File: src/rtl/mm_pkg.sv
package mm_pkg;

  localparam int IN_TDATA_W  = 40;
  localparam int OUT_TDATA_W = 40;
  localparam int VAL_W       = 32;
  localparam int CFG_W       = 4;

  localparam logic [1:0] REQ_LOAD_A = 2'd0;
  localparam logic [1:0] REQ_LOAD_B = 2'd1;
  localparam logic [1:0] REQ_START  = 2'd2;

  localparam logic [1:0] REG_ROWS_A = 2'd0;
  localparam logic [1:0] REG_COLS_A = 2'd1;
  localparam logic [1:0] REG_ROWS_B = 2'd2;
  localparam logic [1:0] REG_COLS_B = 2'd3;

  // One multiply-accumulate step as it moves down the datapath
  typedef struct packed {
    logic valid;
    logic first;
    logic lastk;
  } mac_ctl_t;

  // Clamp a configured dimension into 1..lim
  function automatic logic [CFG_W-1:0] eff_dim(logic [CFG_W-1:0] v, logic [CFG_W-1:0] lim);
    logic [CFG_W-1:0] r;
    r = v;
    if (v == '0) begin
      r = CFG_W'(1);
    end else if (v > lim) begin
      r = lim;
    end
    return r;
  endfunction

endpackage

File: src/rtl/mm_mac.sv
module mm_mac #(
  parameter int IW = 3
) (
  input  logic                      clk,
  input  logic                      rst,
  input  mm_pkg::mac_ctl_t          ctl,
  input  logic [mm_pkg::VAL_W-1:0]  a_data,
  input  logic [mm_pkg::VAL_W-1:0]  b_data,
  output logic                      done,
  output logic [mm_pkg::VAL_W-1:0]  value
);

  localparam int PROD_W = 2 * mm_pkg::VAL_W;
  localparam int ACC_W  = PROD_W + IW;

  mm_pkg::mac_ctl_t         ctl_s1;
  mm_pkg::mac_ctl_t         ctl_s2;
  logic signed [PROD_W-1:0] prod;
  logic signed [ACC_W-1:0]  acc;
  logic [ACC_W-48:0]        top_bits;

  // Align control with the registered store read, then with the product
  always_ff @(posedge clk) begin
    if (rst) begin
      ctl_s1 <= '0;
      ctl_s2 <= '0;
      done   <= 1'b0;
    end else begin
      ctl_s1 <= ctl;
      ctl_s2 <= ctl_s1;
      done   <= ctl_s2.valid && ctl_s2.lastk;
    end
  end

  always_ff @(posedge clk) begin
    prod <= $signed(a_data) * $signed(b_data);
  end

  always_ff @(posedge clk) begin
    if (ctl_s2.valid) begin
      if (ctl_s2.first) begin
        acc <= ACC_W'(prod);
      end else begin
        acc <= acc + ACC_W'(prod);
      end
    end
  end

  // Drop 16 fraction bits (floor), saturate to 32 bits
  assign top_bits = acc[ACC_W-1:47];

  always_comb begin
    if (top_bits == '0 || top_bits == '1) begin
      value = acc[47:16];
    end else if (acc[ACC_W-1]) begin
      value = {1'b1, {(mm_pkg::VAL_W-1){1'b0}}};
    end else begin
      value = {1'b0, {(mm_pkg::VAL_W-1){1'b1}}};
    end
  end

endmodule

File: config.mk
export PLATFORM = sky130hd
export DESIGN_NAME = mm_mac
export DESIGN_NICKNAME = d
export VERILOG_FILES = /design/src/rtl/mm_pkg.sv /design/src/rtl/mm_mac.sv
export SDC_FILE = /design/constraint.sdc
export NUM_CORES = 2
export LEC_CHECK = 0
export BUFFER_PORTS_ARGS = -buffer_cell sky130_fd_sc_hd__buf_2
export CAP_MARGIN = 0
export CORE_MARGIN = 1.5
export CORE_UTILIZATION = 25
export DETAILED_ROUTE_END_ITERATION = 12
export SYNTH_ARGS = -nofsm -noshare
export SYNTH_HDL_FRONTEND = slang
export SYNTH_SLANG_ARGS = --single-unit
File: constraint.sdc
create_clock -name clk -period 18 [get_ports clk]
set_clock_uncertainty 0.15 [all_clocks]
set_input_delay 1.8 -clock clk [delete_from_list [all_inputs] [get_ports clk]]
set_output_delay 1.8 -clock clk [all_outputs]
set_load 0.01 [all_outputs]
# Yosys cells after proc, flatten, opt, wreduce, memory -nomap -nowiden
# Index checks and enable logic that the tools add are counted.
[classes]
mul = 1
n_reduce_logical = 3
addsub = 1
n_mux = 3
n_eq_ne = 1
[ops]
columns = ["cell", "count"]
rows = [
  ["67-bit by 64-bit adder with 67-bit output", 1],
  ["67-bit two-way mux", 1],
  ["32-bit by 32-bit multiplier with 64-bit output", 1],
  ["32-bit two-way mux", 2],
  ["20-bit == test, second input constant", 1],
  ["20-bit zero test", 1],
  ["1-bit logical AND", 1],
  ["1-bit logical OR", 1],
]
[word_totals]
wordCells = 18
output_inout_bits = 33
reg_bits = 138
input_bits = 69

# Longest topological paths before layout
[logic_depth]
ltp_word = 3
mapped_depth = 29

# Least setup slack after synthesis
# OpenSTA, ideal clock, no wires.
[synth_path]
kind = "in2reg"
from = "input port a_data[31] in the netlist's numbering"
to = "register prod[59]"
path_stages = 26
setup_ns = 0.127
t_arrival_ns = 8.875
required_ns = 17.723
path_slack_ns = 8.848
cell_sequence = "clkbuf_1 > nand2_1 > inv_1 > fa_1 > fa_1 > fa_1 > inv_1 > fa_1 > inv_1 > fa_1 > inv_1 > fa_1 > fa_1 > fa_1 > inv_1 > ha_1 > a21oi_1 > o21ai_0 > a211oi_1 > o21bai_1 > a221oi_1 > a31oi_1 > o221ai_1 > o21a_1 > o21ai_0 > xor2_1"
[synth_between]
elab_chain_cells = 1
[synth_rtl]
columns = ["element", "line_no", "rtl"]
rows = [
  ["start: declaration", "mm_mac.sv:7", "input logic [mm_pkg::VAL_W-1:0] a_data,"],
  ["32-bit by 32-bit multiplier with 64-bit output", "mm_mac.sv:36", "prod <= $signed(a_data) * $signed(b_data);"],
  ["end signal: assignment", "mm_mac.sv:36", ""],
  ["end: declaration", "mm_mac.sv:18", "logic signed [PROD_W-1:0] prod;"],
]
# Every way passes these cells.
# A chain may end at the register's enable or synchronous reset.

# Worst setup path in the final report
[layout_path]
from = "input port b_data[5] in the netlist's numbering"
to = "register prod[59]"
[layout_between]
elab_chain_cells = 1
[layout_rtl]
columns = ["element", "line_no", "rtl"]
rows = [
  ["start: declaration", "mm_mac.sv:8", "input logic [mm_pkg::VAL_W-1:0] b_data,"],
  ["32-bit by 32-bit multiplier with 64-bit output", "mm_mac.sv:36", ""],
]
# Every way passes these cells.

==> metrics.md <==
| Metric | Value |
|---|---|
| Status | finished clean |
| Syn Std Cell Area | 0.0445 sq mm |
| Initial DRC count | 1812 |
| Fmax | 97.3 MHz |
| Post-DP Area | 0.0471 sq mm |
| Placed cell count | 7042 |
| # rows | 154 |
| WL/cell | 17.5 um |
| Vias in the first global route | 36200 |
| Die extent in y | 425 um |
| Mean post-synth cell area | 9.22 sq um |
| Worst Max-Slew Pin Slew | 1120 ps |
| Total Die Area | 0.180 sq mm |
| Total of max-cap violations | 0 |
| Max clock buf depth | 3 |
| Vias/cell | 4.51 |
| I/O pin total | 102 |
| Final setup fails | 0 |
| Post-CTS Setup Inserts | 0 |
| Fraction of the mapped netlist area in compound gates | 7.19% |
| Crit path capture type | flip-flop |
| Num CTS Buffers | 25 |
| Synth area leaders | fa_1 49%, inv_1 8.9%, and2_1 7.5%, ha_1 7.0%, nand2_1 5.3% |
| Adder-cell share of the synthesized area | 55.8% |
| Total core area | 0.176 sq mm |
| CP Launch Point | b_data[5] |
| CTS Hold Bufs | 0 |
| Chip Width | 425 um |
| Reg-to-Reg Start | acc[9] |
| Post-Synth Simple-Gate Area | 15.7% |
| Post-synth EDFFs | 67 |
| Root buffer cell | clkbuf_16 |
| Ys async rst share | 0% |
| Number of synthesis warnings | 0 |
| Hold path start | ctl_s2[0] |
| GRT overflow | 0 |
| Global-route wire length before repair | 204000 um |
| Clk_lat worst skew | 500 ps |
| CTS clock-pin slew for the worst setup and hold paths | 70 ps |
| Post-cts resize count | 0 |
| Post-Synth XOR/XNOR Area | 2.58% |
| Fraction of synthesized area in multiplexers | 0.0731% |
| Seq. cell area | 0.00344 sq mm |
| Starting Density | 25.2% |
| Min Tclk post-route | 10280 ps |
| Worst setup SP type | primary input |
| Count of cell types in the netlist | 76 |
| HPWL Detailed | 102000 um |
| Commonest register cell after synthesis | dfxtp_1 |
| Cell taking the most area after synthesis | fa_1 |
| Total Neg Setup Slack | 0 ps |
| Largest family of logic cells by synthesized area | adder cells |
| Final Max Tran Viols | 0 |
| Gpl congestion | 0.851 |
| Worst Path Arrival | 10530 ps |
| Initial antenna violation count | 19 |
| Post-synthesis register bit count | 138 |
| Period utilization | 57.1% |
| Drt total wl | 124000 um |
| Most frequent cells in the layout | 1083 x fa_1, 1056 x inv_1, 623 x nand2_1, 531 x and2_1, 250 x ha_1 |
| Slew margin rel. | 25.3% |
| Fill cells | 18900 |
| IO buf count | 101 |
| Post-DRT Antenna Nets | 0 |
| Vias | 32000 |
| DRT Pass-1 Iters | 6 |
| Largest net degree at the start of global routing | 86 |
| Nets | 6131 |
| Syn Nets | 6224 |
| Multi-input logic area | 0.0362 sq mm |
| CTS tree | done |
| Worst Path Max Fanout | 32 |
| Finished Cell Area | 0.0479 sq mm |
| Mapped Cells | 4822 |
| Ratio of cells with drive above 1 in the final layout | 3.67% |
| Top-area cell type share of the netlist area | 48.7% |
| Finished Layout Cells | 7084 |
| Critical Path RT | 18250 ps |
| Min-delay worst type | flip-flop to flip-flop |
| DRC Markers | 0 |
| Most common cell after layout, fill and taps aside | fa_1 |
| Critical path class | primary input to flip-flop |
| H-Tree Depth | 4 |
| Post-synthesis sequential area ratio | 7.72% |
| RSZ-0062 raised after global routing | false |
| GRT Util Overall | 14.3% |
| Final hold vios | 0 |
| Area grow syn2layout | 7.58% |
| CTS sink cnt | 138 |
cell families after synthesis:
logic type	Yosys count
compound gates	512
buf+inv	1292
simple gates	1413
fa+ha+maj	1333
flops	138
xor+xnor	131
mux	3
registers in the layout (all words and copies together) (netlist names):
name / count
done: 1
ctl_s2: 3
ctl_s1: 3
acc: 67
prod: 64
final cells by class:
cell class | instances | share of cell area, %
Sequential cell | 138 | 7.19
Clock buffer | 30 | 1.41
Tap cell | 2340 | 6.12
Antenna cell | 9 | 0.0471
Timing Repair Buffer | 115 | 1.28
Multi-Input combinational cell | 3392 | 75.6
Inverter | 1057 | 8.29
Clock inverter | 3 | 0.0314
synthesized netlist by cell type, drive strengths merged (3+ instances only):
master and instances:
a211oi 17, nand3 21, or2 6, nor2 106, a31oi 16, or3 4, o21a 11, a21boi 5
o31ai 11, fa 1083, dfxtp 71, a221oi 4, edfxtp 67, nand2 625, o211a 3, xor2 47
nor3 16, a2111oi 3, and2 531, buf 6, o211ai 15, nand2b 15, o21bai 29, o2111ai 3
a311o 4, a31o 3, or4 4, nor2b 18, and3 15, ha 250, clkbuf 229, xnor2 84
a21o 63, a21oi 140, inv 1056, o21ai 163, a211o 3, nor4 11, nand4 35
path summary, 6_finish.rpt:
path | endpoint | slack (ps) | cells after the start
worst max register to register | acc[66] | 14080 | 11
worst min-delay path | done | 280 | 2
worst min register to register | done | 280 | 2
worst max-delay path | prod[59] | 7720 | 23
critical path: stages:
cell      delay, ps
buf_2           560
nand2_1         270
inv_1           160
fa_1            420
inv_1           270
fa_1            570
fa_1            590
inv_1            70
fa_1            940
inv_1           420
fa_1            590
inv_1            60
fa_1            560
fa_1            440
fa_1            490
ha_1            410
and3_1          260
a221oi_1        350
a31oi_1         240
o221ai_1        470
o21a_1          260
o21ai_0         100
xor2_1          150
per-stage QoR:
stage	util (%)	setup slack, ps	hold WS (ps)
5_1_grt	27.1	7260	287
3_5_place_dp	26.7	7230	271
4_1_cts	27.1	7770	279
2_1_floorplan	-	8850	245
3_3_place_gp	26.7	7350	267
6_report	27.1	7720	278
routing by layer:
layer | track usage (%) | vias to the layer above | routed length, um
met3 | 1.53 | 237 | 4930
met4 | 4.24 | 6 | 3940
met1 | 17.9 | 16700 | 51800
met2 | 25.9 | 857 | 63500
met5 | 0 | - | 41
li1 | - | 14200 | -
Power is left out: the tool's default activity adds up to more than one toggle a clock period on the data nets, which glitch-free logic cannot reach.
