`src/rtl/mm_pkg.sv`:
```
package mm_pkg;

  localparam int IN_TDATA_W  = 40;
  localparam int OUT_TDATA_W = 40;
  localparam int VAL_W       = 32;
  localparam int CFG_W       = 4;

  localparam logic [1:0] REQ_LOAD_A = 2'd0;
  localparam logic [1:0] REQ_LOAD_B = 2'd1;
  localparam logic [1:0] REQ_START  = 2'd2;

  localparam logic [1:0] REG_ROWS_A = 2'd0;
  localparam logic [1:0] REG_COLS_A = 2'd1;
  localparam logic [1:0] REG_ROWS_B = 2'd2;
  localparam logic [1:0] REG_COLS_B = 2'd3;

  // One multiply-accumulate step as it moves down the datapath
  typedef struct packed {
    logic valid;
    logic first;
    logic lastk;
  } mac_ctl_t;

  // Clamp a configured dimension into 1..lim
  function automatic logic [CFG_W-1:0] eff_dim(logic [CFG_W-1:0] v, logic [CFG_W-1:0] lim);
    logic [CFG_W-1:0] r;
    r = v;
    if (v == '0) begin
      r = CFG_W'(1);
    end else if (v > lim) begin
      r = lim;
    end
    return r;
  endfunction

endpackage

```
`src/rtl/mm_store.sv`:
```
module mm_store #(
  parameter int IW = 3
) (
  input  logic                      clk,
  input  logic                      rst,
  input  logic                      wr_en,
  input  logic [IW-1:0]             wr_row,
  input  logic [IW-1:0]             wr_col,
  input  logic [mm_pkg::VAL_W-1:0]  wr_data,
  input  logic [IW-1:0]             rd_row,
  input  logic [IW-1:0]             rd_col,
  output logic [mm_pkg::VAL_W-1:0]  rd_data
);

  localparam int DEPTH = 2 ** (2 * IW);

  logic [mm_pkg::VAL_W-1:0] mem [DEPTH];
  logic [DEPTH-1:0]         valid;
  logic [2*IW-1:0]          wr_addr;
  logic [2*IW-1:0]          rd_addr;

  assign wr_addr = {wr_row, wr_col};
  assign rd_addr = {rd_row, rd_col};

  always_ff @(posedge clk) begin
    if (wr_en) begin
      mem[wr_addr] <= wr_data;
    end
  end

  // Entries never written since reset read as zero
  always_ff @(posedge clk) begin
    if (rst) begin
      valid <= '0;
    end else if (wr_en) begin
      valid[wr_addr] <= 1'b1;
    end
  end

  always_ff @(posedge clk) begin
    rd_data <= valid[rd_addr] ? mem[rd_addr] : '0;
  end

endmodule

```
`config.mk`:
```
export PLATFORM = sky130hd
export DESIGN_NAME = mm_store
export DESIGN_NICKNAME = d
export VERILOG_FILES = /design/src/rtl/mm_pkg.sv /design/src/rtl/mm_store.sv
export SDC_FILE = /design/constraint.sdc
export NUM_CORES = 2
export LEC_CHECK = 0
export CORE_MARGIN = 5
export CORE_UTILIZATION = 44
export CTS_CLUSTER_SIZE = 8
export DETAILED_ROUTE_END_ITERATION = 7
export DONT_BUFFER_PORTS = 1
export PLACE_DENSITY_LB_ADDON = 0.12
export SLEW_MARGIN = 20
export SYNTH_ARGS = -nofsm -noshare
export SYNTH_HDL_FRONTEND = slang
export SYNTH_SLANG_ARGS = --single-unit
```
`constraint.sdc`:
```
create_clock -name clk -period 9.2 [get_ports clk]
set_clock_uncertainty 0.1 [all_clocks]
set_input_delay 0.92 -clock clk [delete_from_list [all_inputs] [get_ports clk]]
set_output_delay 0.92 -clock clk [all_outputs]
set_load 0.01 [all_outputs]
```
**Word level (Yosys, flattened, before mapping)**

Memories as Yosys holds them, arrays and structs flattened. A register that Yosys moved wholly into a read port is not among the register bits.
Index checks and enable logic that the tools add are counted.
Widths: inputs -> output; s select.

- Memories kept: 1
- Input port bits: 47
- Bits in writable memories: 2048
- Flip-flop bits (word level): 64
- Output and inout port bits: 32

- Muxes and demuxes: 6
- Bitwise logic cells: 1
- Reduce and logical (&&, ||, !) cells: 2
- $lt $le $gt $ge: 3

Memories:

| name | depth | bits a word | rd ports | clocked after Yosys merged registers in | wr ports | RTL line | RTL |
|---|---|---|---|---|---|---|---|
| mem | 64 | 32 | 1 | 1 | 1 | mm_store.sv:17 | `logic [mm_pkg::VAL_W-1:0] mem [DEPTH];` |

Operators with widths:

| operator | count |
|---|---|
| $or 64x64->64 | 1 |
| $lt 6x7->1 const B | 2 |
| $bmux 1 s6 | 1 |
| $demux 1 s6 | 1 |
| $ge 6x1->1 const B | 1 |
| $mux 1 | 4 |
| $logic_and 1x1->1 | 1 |
| $logic_not 1->1 | 1 |

**Depth between registers and ports, before layout**

- Depth after elaboration: 5
- Mapped depth: 10
- Mapped depth without buffers: 5

**Worst setup path before layout**

No wires, ideal clock.

- Kind: input to register
- Start point: in wr_en
- End point: mem mem[48][0] (netlist bit), enable pin
- Setup time: 0.463 ns
- Data arrival time: 3.651 ns
- Stages: 3
- Slack: 4.986 ns
- Buffers on the path: 0
- Path through: nor2b_1 > nand3_1 > nor3_1

- Cells in the longest elaborated chain, start to end: 2

Ends and longest elaborated chain:

| item | RTL line | RTL |
|---|---|---|
| from (decl) | mm_store.sv:6 | `input logic wr_en,` |
| $mux 1 | mm_store.sv:26 | `if (wr_en) begin` |
| $mux 1 (implied by the code) | mm_store.sv:27 | `mem[wr_addr] <= wr_data;` |
| to (decl) | mm_store.sv:17 |  |

Every way passes these cells.

**Worst setup path after layout**

- Start point: in rd_col[0]
- End point: reg rd_data[7] (netlist bit) (read register of mem)

- Cells in the longest elaborated chain, start to end: 3

Ends and longest elaborated chain:

| item | RTL line | RTL |
|---|---|---|
| from (decl) | mm_store.sv:11 | `input logic [IW-1:0] rd_col,` |
| $bmux 1 s6 | mm_store.sv:41 | `rd_data <= valid[rd_addr] ? mem[rd_addr] : '0;` |
| $mux 1 (implied by the code) | mm_store.sv:41 |  |
| $logic_not 1->1 (no line) | - |  |
| to (decl) | mm_store.sv:12 | `output logic [mm_pkg::VAL_W-1:0] rd_data` |

Several ways; a longest one is shown, not always the timed one. The select of a mux whose other input is x is not followed.
A chain may end at the register's enable or synchronous reset.

==> reports/metrics.yaml <==
synthesis:
  synth_compound_area_share_pct: 3.242
  syn_inst: 3631
  synth.distinct_cells: 50
  ys_ff_latch: 2144
  synth_top_family_by_area: "multiplexers"
  yosysSeqAreaShare_pct: 78.52
  syn_nets: 3678
  synthSimpleGateAreaFrac_pct: 1.887
  synth_edf_count: 2048
  async_reset_ff_share_pct: 0
  synthAdderAreaFrac_pct: 0
  yosysWarnings: 0
  muxShareOfSynthArea_pct: 15.03
  avgSynthCellArea_sq_um: 22.25
  synth_ff_type: "edfxtp_1"
  synthesis.area_sq_um: 80770
  synthXorXnorAreaFrac_pct: 0
run_status:
  violations: "slew limit"
  status: "complete, but fails checks"
sta:
  hold_ws_ns: 0.05366
  finalCritPeriodShare_pct: 41.80
  slew-limit-headroom_pct: -8.010
  rsz0062_at_grt: "false"
  tns_ns: 0
  period_minus_slack_ns: 3.846
  hold_viol: 0
  max_freq_mhz: 260.0
  finalSetupViolCount: 0
  slew_viol_final: 96
  worstMarginPinSlew_ns: 1.620
floorplanning:
  ios: 79
  die_h_um: 438.5
  die_area_sq_um: 192200
  rows: 157
  coreArea_sq_um: 182900
  die_x_um: 438.5
  initial_core_util_pct: 44.17
clocking:
  cts_inserted_buffers: 317
  cts_setup_buffers: 0
  clk_pin_slew_ns: 0.05
  clk_path_buf_depth: 4
  postCtsHoldBufs: 69
  htreeDepth: 5
  clock_sinks: 2144
  cts-root-buf: "clkbuf_16"
  cts_repair_resize_count: 0
  worstSkewPairLatency_ns: 0.91
  cts_tree: "built"
critical_path:
  crit_type: "in -> reg"
  cp_max_fo: 120
  ff2ff_path_depth: 5
  cp.required_ns: 9.90
  cp_data_arrival_time_ns: 4.55
  end_kind: "flop"
  setup.worst_path.start_class: "primary input"
cells_and_area:
  drive_gt1_share_pct: 26.55
  layout_common_cells: "edfxtp_1 (2,048), mux4_2 (514), clkbuf_16 (326), a22oi_1 (246), nor2_1 (147)"
  syn2layout_area_growth_pct: 15.87
  n_fill_cell: 14200
  final_common_cell: "edfxtp_1"
  regArea_sq_um: 63420
  multiInputGateArea_sq_um: 16790
  nets: 3943
power:
  powerDensity_nw_per_um2: 232.7
  ir_drop_mv: 0.2018
  finalPower_uw: 21780
  cellLeakagePower_uw: 0.02908
global_routing:
  grt_max_degree: 540
  antenna_found_initial: 7
  grt_pass1_wl_mm: 322.5
  overflow: 0
  grt_pass1_vias: 41460
  grt_usage_pct: 24.01
worst_hold_path:
  hold_path.class: "in -> reg"
  min_path_cells: 0
route:
  top_layer: "met4"
  met2_length_mm: 112.5
  ant_nets: 0
  drtIter0Drc: 4337
  wl_met1_mm: 95.64
  firstDrtPassIters: 5
  drcViolationCount: 0
  wire_per_inst_um: 35.62
  wl_met3_mm: 16.57
  vias: 39870
  drt-total-wl_mm: 230.1
  drt-vias-per-instance: 6.172
place:
  dp_hpwl_mm: 106.7
  portBuffers: 0
  place_congestion: 0.7833
job:
  drv_cap: 0
## state kept, by name (all words and copies together), names as in the netlist
signal	flops
mem	2048
rd_data	32
valid	64
## logic make-up after synthesis
logic type / Yosys count
simple gates: 347
buf+inv: 208
flops: 2144
mux: 553
compound gates: 379
## power breakdown
| part | total (uW) | internal (uW) | switching [uW] |
|---|---|---|---|
| Sequential | 10800 | 10800 | 16.7 |
| Clock | 10100 | 6300 | 3840 |
| Combinational | 847 | 339 | 508 |
## path summary, 6_finish.rpt
check	from	end	slack, ns
worst min register to register	valid[49]	valid[49]	0.36
worst max register to register	mem[43][14]	rd_data[14]	6.60
worst max-delay path	rd_col[0]	rd_data[7]	5.35
worst min-delay path	wr_data[7]	mem[27][7]	0.05
## synth_stat cells, types with 2 or more instances
| library cell | n | area share [%] |
|---|---|---|
| edfxtp_1 | 2048 | 76 |
| nand2b_1 | 7 | 0.054 |
| o41ai_1 | 2 | 0.022 |
| buf_4 | 17 | 0.16 |
| o21ai_0 | 6 | 0.037 |
| a221oi_1 | 2 | 0.022 |
| buf_2 | 38 | 0.24 |
| nand3b_1 | 2 | 0.019 |
| mux2i_1 | 18 | 0.22 |
| o22ai_1 | 5 | 0.039 |
| clkbuf_1 | 112 | 0.52 |
| mux4_2 | 514 | 14 |
| mux4_1 | 10 | 0.33 |
| nand2_1 | 54 | 0.25 |
| buf_6 | 18 | 0.25 |
| nor2_1 | 210 | 0.98 |
| and3b_1 | 2 | 0.022 |
| a22oi_1 | 246 | 2.3 |
| nand4_1 | 2 | 0.015 |
| o21ba_2 | 4 | 0.050 |
| buf_8 | 2 | 0.037 |
| dfxtp_1 | 96 | 2.4 |
| mux2_2 | 11 | 0.15 |
| nor2b_1 | 15 | 0.12 |
| a21oi_1 | 96 | 0.59 |
| a21boi_1 | 2 | 0.019 |
| nor3_1 | 25 | 0.15 |
| o2111ai_1 | 2 | 0.022 |
| nor3_2 | 10 | 0.12 |
| and2_1 | 2 | 0.015 |
| buf_1 | 18 | 0.084 |
| a211oi_1 | 5 | 0.046 |
| nand3_1 | 13 | 0.081 |
## cell type report
class                   instances  area share [%]
repair buffers                152           1.890
inverters                       2        0.008021
diodes                          2        0.005347
clock buffers                 412           9.061
flip-flops and latches       2144           67.76
multi-input cells            1279           17.93
well taps                    2464           3.294
clock inverters                 4         0.04545
## worst max-delay path: stages
cell and delay (ns):
buf_16 0.49, buf_16 0.74, mux4_1 0.66, a22oi_1 0.24, a21oi_2 0.15, nor4_4 0.29
buf_4 0.53, and3b_1 0.24
## per-layer routing
metal / up-vias / track usage [%]
met5: - / 0
met4: 0 / 5.799
met3: 337 / 4.279
met2: 1746 / 39.16
met1: 21940 / 34.05
li1: 15850 / -
## per-stage QoR
stage,instances,area (sq um),utilization (%),setup slack (ns)
2_1_floorplan,3631,80770,-,4.986
3_3_place_gp,5967,83900,45.87,5.017
3_5_place_dp,5967,83900,45.87,4.856
4_1_cts,6452,93480,51.11,5.813
5_1_grt,6458,93590,51.18,5.175
6_report,6459,93590,51.18,5.354
Note: power is estimated with default switching activity, not from simulation.
