==> src/rtl/mm_pkg.sv <==
package mm_pkg;

  localparam int IN_TDATA_W  = 40;
  localparam int OUT_TDATA_W = 40;
  localparam int VAL_W       = 32;
  localparam int CFG_W       = 4;

  localparam logic [1:0] REQ_LOAD_A = 2'd0;
  localparam logic [1:0] REQ_LOAD_B = 2'd1;
  localparam logic [1:0] REQ_START  = 2'd2;

  localparam logic [1:0] REG_ROWS_A = 2'd0;
  localparam logic [1:0] REG_COLS_A = 2'd1;
  localparam logic [1:0] REG_ROWS_B = 2'd2;
  localparam logic [1:0] REG_COLS_B = 2'd3;

  // One multiply-accumulate step as it moves down the datapath
  typedef struct packed {
    logic valid;
    logic first;
    logic lastk;
  } mac_ctl_t;

  // Clamp a configured dimension into 1..lim
  function automatic logic [CFG_W-1:0] eff_dim(logic [CFG_W-1:0] v, logic [CFG_W-1:0] lim);
    logic [CFG_W-1:0] r;
    r = v;
    if (v == '0) begin
      r = CFG_W'(1);
    end else if (v > lim) begin
      r = lim;
    end
    return r;
  endfunction

endpackage

==> src/rtl/mm_seq.sv <==
module mm_seq #(
  parameter int LIM = 8
) (
  input  logic                          clk,
  input  logic                          rst,
  input  logic                          start,
  input  logic [mm_pkg::CFG_W-1:0]      rows_a,
  input  logic [mm_pkg::CFG_W-1:0]      cols_a,
  input  logic [mm_pkg::CFG_W-1:0]      rows_b,
  input  logic [mm_pkg::CFG_W-1:0]      cols_b,
  input  logic                          mac_done,
  input  logic [mm_pkg::VAL_W-1:0]      mac_value,
  output mm_pkg::mac_ctl_t              ctl,
  output logic [$clog2(LIM)-1:0]        a_row,
  output logic [$clog2(LIM)-1:0]        a_col,
  output logic [$clog2(LIM)-1:0]        b_row,
  output logic [$clog2(LIM)-1:0]        b_col,
  output logic                          idle,
  output logic                          out_valid,
  input  logic                          out_ready,
  output logic [2:0]                    out_row,
  output logic [2:0]                    out_col,
  output logic [mm_pkg::VAL_W-1:0]      out_value,
  output logic                          out_last,
  output logic                          out_err
);

  localparam int IW = $clog2(LIM);
  localparam int DW = $clog2(LIM + 1);

  typedef enum logic [3:0] {
    ST_IDLE  = 4'b0001,
    ST_ISSUE = 4'b0010,
    ST_DRAIN = 4'b0100,
    ST_PUSH  = 4'b1000
  } state_t;

  state_t         state;
  logic [IW-1:0]  i;
  logic [IW-1:0]  j;
  logic [IW-1:0]  k;
  logic [DW-1:0]  m;
  logic [DW-1:0]  n;
  logic [DW-1:0]  inner;
  logic           err;
  logic           k_last;
  logic           i_last;
  logic           j_last;
  logic           out_free;
  logic [DW-1:0]  eff_cols_a;
  logic [DW-1:0]  eff_rows_b;

  assign eff_cols_a = DW'(mm_pkg::eff_dim(cols_a, mm_pkg::CFG_W'(LIM)));
  assign eff_rows_b = DW'(mm_pkg::eff_dim(rows_b, mm_pkg::CFG_W'(LIM)));

  assign k_last   = DW'(k) == inner - DW'(1);
  assign i_last   = DW'(i) == m - DW'(1);
  assign j_last   = DW'(j) == n - DW'(1);
  assign out_free = !out_valid || out_ready;
  assign idle     = state == ST_IDLE;

  assign ctl.valid = state == ST_ISSUE;
  assign ctl.first = k == '0;
  assign ctl.lastk = k_last;
  assign a_row     = i;
  assign a_col     = k;
  assign b_row     = k;
  assign b_col     = j;

  always_ff @(posedge clk) begin
    if (rst) begin
      state <= ST_IDLE;
      i     <= '0;
      j     <= '0;
      k     <= '0;
      m     <= '0;
      n     <= '0;
      inner <= '0;
      err   <= 1'b0;
    end else begin
      case (state)
        ST_IDLE: begin
          if (start) begin
            m     <= DW'(mm_pkg::eff_dim(rows_a, mm_pkg::CFG_W'(LIM)));
            n     <= DW'(mm_pkg::eff_dim(cols_b, mm_pkg::CFG_W'(LIM)));
            inner <= eff_cols_a;
            err   <= eff_cols_a != eff_rows_b;
            i     <= '0;
            j     <= '0;
            k     <= '0;
            state <= (eff_cols_a != eff_rows_b) ? ST_PUSH : ST_ISSUE;
          end
        end
        ST_ISSUE: begin
          if (k_last) begin
            k     <= '0;
            state <= ST_DRAIN;
          end else begin
            k <= k + IW'(1);
          end
        end
        ST_DRAIN: begin
          if (mac_done) begin
            state <= ST_PUSH;
          end
        end
        ST_PUSH: begin
          if (out_free) begin
            if (i_last && j_last) begin
              state <= ST_IDLE;
            end else begin
              state <= err ? ST_PUSH : ST_ISSUE;
              if (j_last) begin
                j <= '0;
                i <= i + IW'(1);
              end else begin
                j <= j + IW'(1);
              end
            end
          end
        end
        default: begin
          state <= ST_IDLE;
        end
      endcase
    end
  end

  // Output register: load on push, drop on transaction
  always_ff @(posedge clk) begin
    if (rst) begin
      out_valid <= 1'b0;
    end else if (state == ST_PUSH && out_free) begin
      out_valid <= 1'b1;
    end else if (out_ready) begin
      out_valid <= 1'b0;
    end
  end

  always_ff @(posedge clk) begin
    if (state == ST_PUSH && out_free) begin
      out_row   <= 3'(i);
      out_col   <= 3'(j);
      out_value <= err ? '0 : mac_value;
      out_last  <= i_last && j_last;
      out_err   <= err;
    end
  end

endmodule

==> config.mk <==
export PLATFORM = sky130hd
export DESIGN_NAME = mm_seq
export DESIGN_NICKNAME = d
export VERILOG_FILES = /design/src/rtl/mm_pkg.sv /design/src/rtl/mm_seq.sv
export SDC_FILE = /design/constraint.sdc
export NUM_CORES = 1
export LEC_CHECK = 0
export BUFFER_PORTS_ARGS = -buffer_cell sky130_fd_sc_hd__buf_4
export CAP_MARGIN = 20
export CORE_ASPECT_RATIO = 1.75
export CORE_MARGIN = 4
export CORE_UTILIZATION = 45
export DETAILED_ROUTE_END_ITERATION = 6
export HOLD_SLACK_MARGIN = 0.1
export PLACE_DENSITY = 0.78
export SYNTH_ARGS = -nofsm -noshare
export SYNTH_HDL_FRONTEND = slang
export SYNTH_SLANG_ARGS = --single-unit
==> constraint.sdc <==
create_clock -name clk -period 3.4 [get_ports clk]
set_input_delay 0.51 -clock clk [delete_from_list [all_inputs] [get_ports clk]]
set_output_delay 0.51 -clock clk [all_outputs]
set_load 0.01 [all_outputs]
## Word-level counts from Yosys, hierarchy flattened

Cells that the tools add are included.
Widths: inputs -> output; s select.

- Output and inout port bits: 57
- Register bits after elaboration: 67
- Input bits: 53
- Logic and storage cells: 84

- Magnitude comparators: 4
- Add/sub/neg operators: 6
- Eq/ne operators: 14
- Muxes and demuxes: 29
- Reduce and logical (&&, ||, !) cells: 17

Operators by type and width:

| cell | count |
|---|---|
| $mux 4 | 15 |
| $mux 3 | 8 |
| $pmux 3 s2 | 3 |
| $gt 4x4->1 const B | 4 |
| $logic_not 4->1 | 4 |
| $pmux 4 s4 | 1 |
| $eq 3x4->1 | 3 |
| $sub 4x1->4 const B | 3 |
| $ne 2x2->1 const B | 5 |
| $add 3x1->3 const B | 3 |
| $reduce_and 4->1 | 2 |
| $reduce_bool 2->1 | 3 |
| $reduce_and 5->1 | 1 |
| $eq 4x1->1 const B | 1 |
| $eq 4x2->1 const B | 1 |
| $eq 4x3->1 const B | 1 |
| $eq 4x4->1 const B | 1 |
| $ne 4x4->1 | 1 |
| $reduce_and 2->1 | 2 |
| $logic_not 3->1 | 1 |
| $logic_and 1x1->1 | 2 |
| $mux 1 | 2 |
| $ne 2x1->1 const B | 1 |
| $logic_not 1->1 | 1 |
| $logic_or 1x1->1 | 1 |

## Longest topological paths before layout

- Depth after elaboration: 7
- Mapped depth: 7
- Gate-level depth less buffers: 7

## Worst setup path before layout

Ideal clock, no wire load.

- Path type: flip-flop to flip-flop
- From: register state[2]
- To: register i[0], in the netlist a_row[0]
- Cell stages (with the launch flop): 5
- Data required time: 3279 ps
- Arrival: 3345 ps
- Library setup time: 121 ps
- Setup slack: -66 ps
- Buffers on the path: 0
- Period minus slack after synthesis: 3466 ps
- Cell sequence: dfxtp_1 -> or4b_1 -> nor2_1 -> nand3_1 -> mux2_2

- Cells in the longest elaborated chain, start to end: 3

RTL lines:

| item | line | source |
|---|---|---|
| from (decl) | mm_seq.sv:38 | `state_t state;` |
| from (signal assigned) | mm_seq.sv:91 | `state <= (eff_cols_a != eff_rows_b) ? ST_PUSH : ST_ISSUE;` |
| from (signal assigned) | mm_seq.sv:112 | `state <= err ? ST_PUSH : ST_ISSUE;` |
| $eq 4x4->1 / $eq 4x1->1 (equally long branches) | mm_seq.sv:81 | `case (state)` |
| $ne 2x2->1 (no source line) / $reduce_bool 2->1 (equally long branches) | -- |  |
| $reduce_and 5->1 (no source line) | -- |  |
| to (signal assigned) | mm_seq.sv:115 | `i <= i + IW'(1);` |
| to (decl) | mm_seq.sv:39 | `logic [IW-1:0] i;` |

Parallel ways exist; a longest one is shown, timed or not.
A chain may end at the register's enable or synchronous reset.

## Worst setup path after layout

- From: register state[0]
- To: register j[1], in the netlist b_col[1]

- Cells in the longest elaborated chain, start to end: 3

RTL lines:

| item | line | source |
|---|---|---|
| $eq 4x4->1 / $eq 4x1->1 (equally long branches) | mm_seq.sv:81 |  |
| $ne 2x2->1 (no source line) / $reduce_bool 2->1 (equally long branches) | -- |  |
| $reduce_and 4->1 (no source line) | -- |  |
| to (signal assigned) | mm_seq.sv:117 | `j <= j + IW'(1);` |
| to (decl) | mm_seq.sv:40 | `logic [IW-1:0] j;` |

Parallel ways exist; a longest one is shown, timed or not.

==> flow_summary.toml <==
[floorplanning]
die_y_um = 118
core-area_mm2 = 0.00664
die_w_um = 70.9
start_util_pct = 46.9
io_pins = 110
num_rows = 39
die_area_mm2 = 0.00836

[timing]
worst_pin_slew_ns = 0.698
slew-limit-headroom_pct = 53.4
fin_crit_ns = 2.34
maxSlewViolCount = 0
hold_viol = 0
worst_clock_skew_ns = 0.00569
tns_ns = 0
rsz0062_at_grt = "false"
fmax_mhz = 428
fin_ws_ns = 1.06
min_period_over_period_pct = 68.8
setup_viol = 0

[routing]
avgRoutedWirePerCell_um = 14.7
finalWirelength_um = 6990
drtIter0Drc = 149
avgViaCountPerCell = 5.19
dr.pass1.iters = 4
drt_drc_violations_left = 0
vias = 2478
final_antenna_net_count = 0

[finish]
final_cell_mix = "buf_4 (110), edfxtp_1 (40), nor2b_1 (36)"
area_growth_pct = 37.9
drive_above_1_share_pct = 35.2
final_cells = 477
fin_area_mm2 = 0.00429
final_common_cell = "buf_4"
fin_nets = 450
diodes = 0

[power_and_ir_drop]
p_leak_uw = 0.00175
peakVddDrop_uv = 373
power_density_mw_per_mm2 = 576
fin_total_pwr_uw = 2470

[place]
placedCellCount = 460
port-buffer-count = 109
place_area_mm2 = 0.00398
pre_cts_ws_ns = 1.07
place_hpwl_um = 5250
gp_congestion = 0.814

[synthesis]
synth_edf_count = 40
synth_top_area_share_pct = 38.6
syn_inst = 281
ys_seq_area_share_pct = 55.9
synth_area_leaders = "edfxtp_1 (39%), dfxtp_1 (17%), nor2b_1 (7.2%)"
avgSynthCellArea_um2 = 11.1
ys_ff_latch = 67
yosysTopAreaCell = "edfxtp_1"
synth_area_mm2 = 0.00311
synth_cell_types = 53
yosys_warnings = 0
synthesis.nets = 341
synthArstFlopShare_pct = 0
synth_flop_cell = "edfxtp_1"

[clock_network]
clock-root-buffer = "clkbuf_16"
cts.clk_slew.worst_paths_ns = 0.05
cts_tree = "yes"
post_cts_buffers = 0
clk_path_buf_depth = 2
h-tree-depth = 3
cts_hold_buf = 0
cts_resized = 0
clock_sinks = 67
clock_latency_ns = 0.32
numCtsBuffers = 9

[critical_path]
crit_type = "flop to flop"
critPathLaunchType = "flop"
critPathCaptureType = "flop"
required_ns = 3.65
critPathArrivalTime_ns = 2.59
crit_path_max_fanout = 21

[global_route]
grt_use_total_pct = 17.1
grt_overflow_total = 0
grt_pass1_wl_um = 11400
grt_pass1_vias = 2537
grt_max_degree = 37
antenna_found_initial = 0

[flow_run]
max_cap_viol_count = 0

[hold_path]
hp-class = "input pin to flop"

[status]
status = "finished, final reports clean"
-- metal layers --
layer	share of wire, %	GRT usage [%]	vias to the layer above
met1	38	17.8	1141
li1	-	-	1222
met2	53	30.3	103
met5	0	0	-
met4	2.0	8.82	0
met3	7.0	4.79	12
-- cell usage after synthesis, drive strengths merged (4+ instances only) --
library cell,instances
nand3,4
nor3,8
clkbuf,8
nand3b,5
a22oi,4
a211oi,5
o21ai,8
xor2,8
and2,4
xnor2,4
dfxtp,27
nand2,17
a21oi,15
nor2b,36
edfxtp,40
inv,13
buf,5
ha,7
nor2,21
-- flip-flops by register name, summed over array words and instances (netlist names) --
| signal | flops |
|---|---|
| out_last | 1 |
| out_value | 32 |
| m | 4 |
| b_col | 3 |
| inner | 4 |
| out_valid | 1 |
| a_row | 3 |
| state | 4 |
| err | 1 |
| out_row | 3 |
| out_col | 3 |
| out_err | 1 |
| a_col | 3 |
| n | 4 |
-- cell type report --
cell class | instances | area (um^2)
repair buffers | 111 | 853
flip-flops and latches | 67 | 1740
clock buffers | 12 | 256
inverters | 14 | 52.6
multi-input cells | 187 | 1260
well taps | 82 | 103
clock inverters | 4 | 25.0
fillers | 565 | 2340
-- final timing paths --
path / start / cells after the start / to / slack [ns]
worst max-delay path: state[0] / 5 / b_col[1] / 1.06
worst min-delay path: rows_a[3] / 3 / m[3] / 0.46
worst max register to register: state[0] / 5 / b_col[1] / 1.06
worst min register to register: n[1] / 2 / n[1] / 0.49
-- per-stage QoR --
| step | hold slack, ns | utilization [%] |
|---|---|---|
| after global placement | 0.469 | 60.0 |
| after detailed placement | 0.475 | 60.0 |
| after CTS | 0.438 | 64.3 |
| after floorplan | 0.449 | - |
| after global routing | 0.463 | 64.7 |
| final | 0.456 | 64.7 |
-- worst max-delay path, cell delays in order (launching register included) --
cell and delay (ns):
dfxtp_1 0.44, nor4b_2 0.54, nand2_1 0.56, a21boi_0 0.31
o31a_1 0.22, mux2i_1 0.19
-- report_power, final --
part / total [uW] / switching (uW) / internal [uW]
sequential: 1050 / 68.6 / 978
combinational: 584 / 314 / 270
clock: 844 / 315 / 530
-- cell families (layout without fill, tap and decap cells) --
kind of cell    Yosys count  after routing  synth area share, %
simple gates            114            114                 21.5
flops                    67             67                 55.9
buf+inv                  27            141                 3.78
xor+xnor                 12             12                 3.38
fa+ha+maj                 7              7                 2.81
compound gates           50             50                 11.3
mux                       4              4                 1.33
Note: power is estimated with default switching activity, not from simulation.
